<file path="src/design/microprogrammed_datapath_step_unit_defines.svh">
`ifndef MICROPROGRAMMED_DATAPATH_STEP_UNIT_DEFINES_SVH
`define MICROPROGRAMMED_DATAPATH_STEP_UNIT_DEFINES_SVH

// Implication checked in the same cycle, disabled during reset.
`define MDSU_ASSERT_NOW(label, clk, rst_n, ante, cons, msg) \
	label: assert property (@(posedge clk) disable iff (!rst_n) (ante) |-> (cons)) \
		else $error(msg);

// Implication checked in the next cycle, disabled during reset.
`define MDSU_ASSERT_NEXT(label, clk, rst_n, ante, cons, msg) \
	label: assert property (@(posedge clk) disable iff (!rst_n) (ante) |=> (cons)) \
		else $error(msg);

`endif

</file>
<file path="src/design/mdsu_pkg.sv">
`default_nettype none

package mdsu_pkg;

	localparam int DATA_W = 32;
	localparam int MBR_W = 8;
	localparam int NUM_REGS = 10;
	localparam int MASK_W = 9;

	localparam int IN_USER_W = 2;
	localparam int IN_DATA_W = 64;
	localparam int OUT_USER_W = 1;
	localparam int OUT_DATA_W = 168;

	localparam logic [1:0] OP_EXEC = 2'd0;
	localparam logic [1:0] OP_LOAD = 2'd1;
	localparam logic [1:0] OP_READ = 2'd2;

	localparam logic [1:0] ALU_AND = 2'd0;
	localparam logic [1:0] ALU_OR = 2'd1;
	localparam logic [1:0] ALU_NOTB = 2'd2;
	localparam logic [1:0] ALU_ADD = 2'd3;

	localparam logic [3:0] BSEL_MDR = 4'd0;
	localparam logic [3:0] BSEL_PC = 4'd1;
	localparam logic [3:0] BSEL_MBR_S = 4'd2;
	localparam logic [3:0] BSEL_MBR_U = 4'd3;
	localparam logic [3:0] BSEL_SP = 4'd4;
	localparam logic [3:0] BSEL_LV = 4'd5;
	localparam logic [3:0] BSEL_CPP = 4'd6;
	localparam logic [3:0] BSEL_TOS = 4'd7;
	localparam logic [3:0] BSEL_OPC = 4'd8;

	localparam logic [3:0] REG_MAR = 4'd0;
	localparam logic [3:0] REG_MDR = 4'd1;
	localparam logic [3:0] REG_PC = 4'd2;
	localparam logic [3:0] REG_SP = 4'd3;
	localparam logic [3:0] REG_LV = 4'd4;
	localparam logic [3:0] REG_CPP = 4'd5;
	localparam logic [3:0] REG_TOS = 4'd6;
	localparam logic [3:0] REG_OPC = 4'd7;
	localparam logic [3:0] REG_H = 4'd8;
	localparam logic [3:0] REG_MBR = 4'd9;

	typedef struct packed {
		logic [1:0] op;
		logic shift_left8;
		logic shift_right1;
		logic [1:0] alu_func;
		logic enable_a;
		logic enable_b;
		logic invert_a;
		logic increment;
		logic [MASK_W-1:0] c_mask;
		logic [3:0] b_select;
		logic [3:0] reg_index;
		logic signed [DATA_W-1:0] load_value;
	} item_t;

	typedef struct packed {
		logic status;
		logic signed [DATA_W-1:0] a_value;
		logic signed [DATA_W-1:0] b_value;
		logic signed [DATA_W-1:0] alu_result;
		logic signed [DATA_W-1:0] shift_result;
		logic flag_n;
		logic flag_z;
		logic flag_carry;
		logic signed [DATA_W-1:0] read_value;
	} result_t;

	typedef struct packed {
		logic [DATA_W-1:0] h;
		logic [DATA_W-1:0] opc;
		logic [DATA_W-1:0] tos;
		logic [DATA_W-1:0] cpp;
		logic [DATA_W-1:0] lv;
		logic [DATA_W-1:0] sp;
		logic [DATA_W-1:0] pc;
		logic [DATA_W-1:0] mdr;
		logic [DATA_W-1:0] mar;
		logic [MBR_W-1:0] mbr;
	} regs_t;

	// One enable per register, indexed like reg_index.
	typedef struct packed {
		logic [NUM_REGS-1:0] en;
		logic [DATA_W-1:0] value;
	} reg_wr_t;

	function automatic item_t unpack_item(input logic [IN_USER_W-1:0] user,
		input logic [IN_DATA_W-1:0] data);
		item_t it;
		it.op = user;
		it.shift_left8 = data[0];
		it.shift_right1 = data[1];
		it.alu_func = data[3:2];
		it.enable_a = data[4];
		it.enable_b = data[5];
		it.invert_a = data[6];
		it.increment = data[7];
		it.c_mask = data[16:8];
		it.b_select = data[20:17];
		it.reg_index = data[24:21];
		it.load_value = data[56:25];
		return it;
	endfunction

	function automatic logic [OUT_DATA_W-1:0] pack_result(input result_t r);
		logic [OUT_DATA_W-1:0] d;
		d = '0;
		d[31:0] = r.a_value;
		d[63:32] = r.b_value;
		d[95:64] = r.alu_result;
		d[127:96] = r.shift_result;
		d[128] = r.flag_n;
		d[129] = r.flag_z;
		d[130] = r.flag_carry;
		d[162:131] = r.read_value;
		return d;
	endfunction

endpackage

`default_nettype wire

</file>
<file path="src/design/mdsu_regfile.sv">
`default_nettype none

module mdsu_regfile (
	input wire logic clk,
	input wire logic arst_n,
	input wire logic wr_valid,
	input wire mdsu_pkg::reg_wr_t wr,
	output mdsu_pkg::regs_t regs
);
	import mdsu_pkg::*;

	regs_t regs_q;

	always_ff @(posedge clk or negedge arst_n) begin
		if (!arst_n) begin
			regs_q <= '0;
		end else if (wr_valid) begin
			if (wr.en[REG_MAR]) regs_q.mar <= wr.value;
			if (wr.en[REG_MDR]) regs_q.mdr <= wr.value;
			if (wr.en[REG_PC]) regs_q.pc <= wr.value;
			if (wr.en[REG_SP]) regs_q.sp <= wr.value;
			if (wr.en[REG_LV]) regs_q.lv <= wr.value;
			if (wr.en[REG_CPP]) regs_q.cpp <= wr.value;
			if (wr.en[REG_TOS]) regs_q.tos <= wr.value;
			if (wr.en[REG_OPC]) regs_q.opc <= wr.value;
			if (wr.en[REG_H]) regs_q.h <= wr.value;
			if (wr.en[REG_MBR]) regs_q.mbr <= wr.value[MBR_W-1:0];
		end
	end

	assign regs = regs_q;

endmodule

`default_nettype wire

</file>
<file path="src/design/mdsu_exec.sv">
`default_nettype none

module mdsu_exec (
	input wire mdsu_pkg::item_t item,
	input wire mdsu_pkg::regs_t regs,
	output mdsu_pkg::result_t res,
	output mdsu_pkg::reg_wr_t wr
);
	import mdsu_pkg::*;

	logic [DATA_W-1:0] b_bus;
	logic [DATA_W-1:0] ain;
	logic [DATA_W-1:0] bin;
	logic [DATA_W:0] sum;
	logic [DATA_W-1:0] inc_ext;
	logic [DATA_W-1:0] alu_s;
	logic carry;
	logic [DATA_W-1:0] sd;
	logic [DATA_W-1:0] rd;

	always_comb begin
		unique case (item.b_select)
			BSEL_MDR: b_bus = regs.mdr;
			BSEL_PC: b_bus = regs.pc;
			BSEL_MBR_S: b_bus = {{(DATA_W-MBR_W){regs.mbr[MBR_W-1]}}, regs.mbr};
			BSEL_MBR_U: b_bus = {{(DATA_W-MBR_W){1'b0}}, regs.mbr};
			BSEL_SP: b_bus = regs.sp;
			BSEL_LV: b_bus = regs.lv;
			BSEL_CPP: b_bus = regs.cpp;
			BSEL_TOS: b_bus = regs.tos;
			BSEL_OPC: b_bus = regs.opc;
			default: b_bus = '0;
		endcase
	end

	always_comb begin
		unique case (item.reg_index)
			REG_MAR: rd = regs.mar;
			REG_MDR: rd = regs.mdr;
			REG_PC: rd = regs.pc;
			REG_SP: rd = regs.sp;
			REG_LV: rd = regs.lv;
			REG_CPP: rd = regs.cpp;
			REG_TOS: rd = regs.tos;
			REG_OPC: rd = regs.opc;
			REG_H: rd = regs.h;
			REG_MBR: rd = {{(DATA_W-MBR_W){1'b0}}, regs.mbr};
			default: rd = '0;
		endcase
	end

	always_comb begin
		ain = item.enable_a ? regs.h : '0;
		if (item.invert_a) ain = ~ain;
		bin = item.enable_b ? b_bus : '0;
		inc_ext = {{(DATA_W-1){1'b0}}, item.increment};
		sum = {1'b0, ain} + {1'b0, bin} + {1'b0, inc_ext};
		carry = 1'b0;
		case (item.alu_func)
			ALU_AND: alu_s = (ain & bin) + inc_ext;
			ALU_OR: alu_s = (ain | bin) + inc_ext;
			ALU_NOTB: alu_s = ~bin + inc_ext;
			default: begin
				alu_s = sum[DATA_W-1:0];
				carry = sum[DATA_W];
			end
		endcase
		if (item.shift_left8) sd = {alu_s[DATA_W-9:0], 8'h00};
		else if (item.shift_right1) sd = {alu_s[DATA_W-1], alu_s[DATA_W-1:1]};
		else sd = alu_s;
	end

	always_comb begin
		res = '0;
		wr = '0;
		unique case (item.op)
			OP_EXEC: begin
				if (item.shift_left8 && item.shift_right1) begin
					res.status = 1'b1;
				end else begin
					res.a_value = regs.h;
					res.b_value = b_bus;
					res.alu_result = alu_s;
					res.shift_result = sd;
					res.flag_n = sd[DATA_W-1];
					res.flag_z = (sd == '0);
					res.flag_carry = carry;
					wr.en = {1'b0, item.c_mask};
					wr.value = sd;
				end
			end
			OP_LOAD: begin
				// Indexes past MBR select nothing, so the preload is dropped.
				if (item.reg_index <= REG_MBR) wr.en[item.reg_index] = 1'b1;
				wr.value = item.load_value;
			end
			OP_READ: res.read_value = rd;
			default: ;
		endcase
	end

endmodule

`default_nettype wire

</file>
<file path="src/design/microprogrammed_datapath_step_unit.sv">
// An item is held in the input register; its result is stored in the output register.
// One item per cycle unless the output stalls; the register file is written as an item
// leaves the input register, so the next item reads the updated registers with no bubble.
// Reset (arst_n low) clears all ten datapath registers to zero and empties both the
// input register and the output register.
`default_nettype none

module microprogrammed_datapath_step_unit (
	input wire logic clk,
	input wire logic arst_n,
	input wire logic s_axis_tvalid,
	output logic s_axis_tready,
	// shift_left8, shift_right1, alu_func, enable_a, enable_b, invert_a, increment,
	// c_mask, b_select, reg_index, load_value, zero padding
	input wire logic [mdsu_pkg::IN_DATA_W-1:0] s_axis_tdata,
	// op
	input wire logic [mdsu_pkg::IN_USER_W-1:0] s_axis_tuser,
	output logic m_axis_tvalid,
	input wire logic m_axis_tready,
	// a_value, b_value, alu_result, shift_result, flag_n, flag_z, flag_carry,
	// read_value, zero padding
	output logic [mdsu_pkg::OUT_DATA_W-1:0] m_axis_tdata,
	// status
	output logic [mdsu_pkg::OUT_USER_W-1:0] m_axis_tuser
);
	import mdsu_pkg::*;

	`include "microprogrammed_datapath_step_unit_defines.svh"

	logic valid_s1;
	item_t item_s1;
	logic out_valid_q;
	logic [OUT_DATA_W-1:0] out_data_q;
	logic [OUT_USER_W-1:0] out_user_q;
	logic advance;
	logic commit;
	regs_t regs;
	result_t res;
	reg_wr_t wr;

	assign advance = !out_valid_q || m_axis_tready;
	assign commit = valid_s1 && advance;
	assign s_axis_tready = !valid_s1 || advance;

	always_ff @(posedge clk or negedge arst_n) begin
		if (!arst_n) begin
			valid_s1 <= 1'b0;
		end else if (s_axis_tready) begin
			valid_s1 <= s_axis_tvalid;
		end
	end

	always_ff @(posedge clk) begin
		if (s_axis_tvalid && s_axis_tready) begin
			item_s1 <= unpack_item(s_axis_tuser, s_axis_tdata);
		end
	end

	mdsu_exec u_exec (
		.item(item_s1),
		.regs(regs),
		.res(res),
		.wr(wr)
	);

	mdsu_regfile u_regfile (
		.clk(clk),
		.arst_n(arst_n),
		.wr_valid(commit),
		.wr(wr),
		.regs(regs)
	);

	always_ff @(posedge clk or negedge arst_n) begin
		if (!arst_n) begin
			out_valid_q <= 1'b0;
		end else if (advance) begin
			out_valid_q <= valid_s1;
		end
	end

	always_ff @(posedge clk) begin
		if (commit) begin
			out_data_q <= pack_result(res);
			out_user_q <= res.status;
		end
	end

	assign m_axis_tvalid = out_valid_q;
	assign m_axis_tdata = out_data_q;
	assign m_axis_tuser = out_user_q;

	`MDSU_ASSERT_NOW(a_flagged_zero, clk, arst_n, m_axis_tvalid && m_axis_tuser[0], m_axis_tdata == '0, "flagged result carries nonzero data")
	`MDSU_ASSERT_NEXT(a_regs_hold, clk, arst_n, !commit, $stable(regs), "register file changed without a committed item")
	`MDSU_ASSERT_NOW(a_flagged_no_write, clk, arst_n, valid_s1 && res.status, wr.en == '0, "invalid control item writes a register")
	`MDSU_ASSERT_NEXT(a_commit_shows, clk, arst_n, commit, m_axis_tvalid, "committed item did not reach the output register")

endmodule

`default_nettype wire

</file>
<file path="config.mk">
export PLATFORM = sky130hd
export DESIGN_NAME = microprogrammed_datapath_step_unit
export DESIGN_NICKNAME = d
export VERILOG_FILES = /design/src/design/mdsu_pkg.sv /design/src/design/mdsu_regfile.sv /design/src/design/mdsu_exec.sv /design/src/design/microprogrammed_datapath_step_unit.sv
export VERILOG_INCLUDE_DIRS = /design/src /design/src/design
export SDC_FILE = /design/constraint.sdc
export NUM_CORES = 1
export LEC_CHECK = 0
export BUFFER_PORTS_ARGS = -buffer_cell sky130_fd_sc_hd__buf_2
export CAP_MARGIN = 20
export CORE_UTILIZATION = 35
export CTS_BUF_LIST = sky130_fd_sc_hd__clkbuf_8
export DETAILED_ROUTE_END_ITERATION = 10
export SLEW_MARGIN = 20
export SYNTH_ARGS = -nofsm -noshare
export SYNTH_HDL_FRONTEND = slang
export SYNTH_SLANG_ARGS = --single-unit
</file>
<file path="constraint.sdc">
create_clock -name clk -period 11 [get_ports clk]
set_input_delay 0 -clock clk [delete_from_list [all_inputs] [get_ports clk]]
set_output_delay 0 -clock clk [all_outputs]
set_load 0.01 [all_outputs]
</file>
==> key figures <==
Run status
  • Status: complete, no violations

Clock network
  • CTS Sinks: 520
  • Postcts setup bufs: 0
  • CTS tree: built
  • Cts bufs inserted: 90
  • Worst skew pair latency: 0.74 ns
  • Clock-pin slew on the worst setup and hold paths: 0.06 ns
  • Clock Path Buffers: 3
  • Hold buffer count at CTS: 119
  • H-tree Lvls: 3
  • Post-cts sizing count: 0
  • Root Buffer: clkbuf_8

Placed design
  • Post-detail-place hpwl: 74.3 mm
  • Dpl cell area: 31300 um2
  • Global placement routability congestion: 0.977
  • Port bufs: 228

Worst setup path
  • Worst EP arrival: 8.23 ns
  • Crit Path Class: flop to flop
  • CP required: 11.65 ns
  • RR Endpoint: u_regfile.regs[131]$_DFFE_PN0P_
  • R2r setup slk: 3.42 ns
  • CP Max Fanout: 35
  • Cells on worst reg2reg path: 23
  • Crit path launch type: flop
  • RR Startpoint: item_s1[39]$_DFFE_PP_
  • Crit. End Element: flop

Drt
  • Drt wl/cell: 25.5 um
  • Initial drt markers: 2938
  • WL final: 112 mm
  • Via-per-instance ratio: 5.85
  • DRC: 0
  • Drt first pass iters: 7
  • DR vias: 25600
  • DRT antenna net count: 0

Power and ir drop
  • Leak: 13.9 nW
  • Pwr/cell area: 182 nW/um2
  • Largest vdd supply drop: 0.0937 mV
  • Total power: 6.25 mW

Yosys
  • Ys async rst share: 57.3%
  • FF+latch count, synth: 520
  • Netlist cell types: 105
  • Synthesized area: 29100 um2
  • Yosys top cell area share: 25.6%
  • Syn_area_per_cell: 9.89 um2
  • Ys flop type: dfrtp_1
  • Top-count cell post-synth: nor2_1
  • Post-Syn Instances: 2943
  • Synth top area cells: dfrtp_1 26%, edfxtp_1 23%, a21oi_1 6.1%, nor2_1 5.0%, mux2_2 3.4%
  • Yosys Warn Count: 0
  • Largest area contributor in the netlist: dfrtp_1
  • Sequential-to-total area share from yosys stat: 48.5%
  • Post-synth top cells: 390 x nor2_1, 357 x a21oi_1, 298 x dfrtp_1, 222 x edfxtp_1, 165 x nand2_1
  • EDFF count, synth: 222

Die
  • Ports: 241
  • Vert. Die Dim: 290 um
  • Initial cell density of the core: 35.4%
  • # rows: 105
  • Core Area: 82100 um2
  • Die Wd: 290 um
  • Total Die Area: 84300 um2

Job
  • Max-cap violations: 0

STA
  • Final Hold Violating Endpoints: 0
  • Fin. max-slew vios: 0
  • Tcrit/Tclk final: 68.9%
  • Tmin final: 7.58 ns
  • Worst Tran Pin Value: 1.22 ns
  • Unrepaired setup endpoints after global routing: false
  • Setup_tns: 0 ns
  • Rel. slew slack: 18.4%
  • Final Skew: 0.0464 ns
  • Final setup fails: 0
  • Highest clock rate: 0.132 GHz

GRT
  • Largest net degree at the start of global routing: 100
  • Tot GR Track Use: 25.9%
  • GRT met2 Usage: 41.6%
  • First-pass GRT wire length: 164 mm
  • Gr busiest metal: met2
  • Initial antenna violation count: 12
  • Vias in the first global route: 24800
  • Met3 Use GR: 4.89%
  • Gr ovfl total: 0
  • Met1 Use GR: 33.5%

Worst hold path
  • Hold path cells: 2
  • Hold Startpoint: s_axis_tdata[49]
  • Worst Hold Class: primary input to flop
  • Hold endpoint: item_s1[24]$_DFFE_PP_

Layout
  • Final Cell Area: 34300 um2
  • Syn-to-layout area delta: 18.0%
  • NumNets Final: 3374
  • Share of cells above drive strength 1: 18.2%
==> final cells by class <==
type | count | area (um2)
Antenna cell | 6 | 15.0
Clock buffer | 102 | 1400
Clock inverter | 62 | 409
Fill cell | 8033 | 47800
Inverter | 90 | 338
Multi-Input combinational cell | 2120 | 13900
Sequential cell | 520 | 14100
Tap cell | 1070 | 1340
Timing Repair Buffer | 410 | 2850
==> flip-flops by register name (all words and copies together), names as in the netlist <==
signal          flops
valid_s1            1
m_axis_tdata      162
item_s1            59
u_regfile.regs    296
m_axis_tuser        1
m_axis_tvalid       1
==> routing by layer <==
metal | routed length, um | vias up
met2 | 51400 | 1403
li1 | - | 11400
met3 | 9110 | 307
met4 | 5780 | 4
met1 | 45500 | 12500
met5 | 25 | -
==> metrics by stage <==
step	cells	utilization [%]	hold WS (ns)	setup slack, ns
2_1_floorplan	2947	-	-0.296	5.20
3_3_place_gp	4090	38.1	0.104	3.72
3_5_place_dp	4090	38.1	0.106	3.71
4_1_cts	4373	41.8	0.00287	3.69
5_1_grt	4378	41.8	0.00752	3.14
6_report	4380	41.8	0.0185	3.42
==> how the worst max path moves through the flow <==
| stage | depth (start not counted) | endpoint | startpoint | slack [ns] |
|---|---|---|---|---|
| 2_1_floorplan | 6 | u_regfile.regs[5]$_DFFE_PN0P_ | m_axis_tvalid$_DFFE_PN0P_ | 5.20 |
| 4_1_cts | 23 | u_regfile.regs[35]$_DFFE_PN0P_ | item_s1[39]$_DFFE_PP_ | 3.69 |
| 3_5_place_dp | 23 | u_regfile.regs[35]$_DFFE_PN0P_ | item_s1[39]$_DFFE_PP_ | 3.71 |
| 3_3_place_gp | 23 | u_regfile.regs[131]$_DFFE_PN0P_ | item_s1[39]$_DFFE_PP_ | 3.72 |
| 5_1_grt | 23 | u_regfile.regs[131]$_DFFE_PN0P_ | item_s1[39]$_DFFE_PP_ | 3.14 |
| 6_report | 23 | u_regfile.regs[131]$_DFFE_PN0P_ | item_s1[39]$_DFFE_PP_ | 3.42 |
==> cells in the final DEF (no fill, tap or decap), drive strengths merged, types with 23 or more instances in the layout <==
master,instances
ha,70
nand3b,24
nor2,391
and2,77
a22o,53
a221oi,44
xnor2,63
edfxtp,222
clkbuf,103
a31oi,43
o21ai,77
nor3,39
nand2,165
inv,125
buf,291
nor2b,31
a21o,23
nand3,41
nand2b,51
mux2,89
mux2i,52
a21oi,366
dlygate4sd3,118
a22oi,71
dfrtp,298
==> report_power, final <==
group / internal [mW] / switching [mW] / leakage (nW)
combinational: 0.648 / 0.981 / 6.94
clock: 0.950 / 0.854 / 1.05
sequential: 2.46 / 0.366 / 5.86
==> cell families (layout without fill, tap and decap cells) <==
group / after synthesis / in the layout / synth area share (%)
other: 1 / 11 / 0.0129
flip-flops: 520 / 520 / 48.5
AND/OR/NAND/NOR: 958 / 958 / 16.4
buffers and inverters: 307 / 664 / 4.53
multiplexers: 144 / 144 / 5.47
adder cells (fa/ha/maj): 72 / 72 / 3.15
XOR/XNOR: 74 / 74 / 2.23
AO/OA/AOI/OAI: 867 / 867 / 19.7
==> critical path, stage by stage, from the launching register on <==
cell      delay, ns
edfxtp_1       0.91
buf_4          0.50
or4bb_1        0.43
a21oi_1        0.13
or4_1          0.31
nand2_1        0.12
ha_1           0.20
nand2b_1       0.15
nand2_1        0.07
o21ai_0        0.08
a31o_2         0.27
inv_1          0.06
ha_1           0.23
o211ai_1       0.11
o41a_1         0.39
a211oi_1       0.30
nand3_1        0.27
or3_1          0.71
or4b_1         0.65
a31oi_1        0.21
a32oi_1        0.19
nor2_1         0.60
a21oi_1        0.35
a21oi_1        0.24
(Power assumes the default switching activity.)
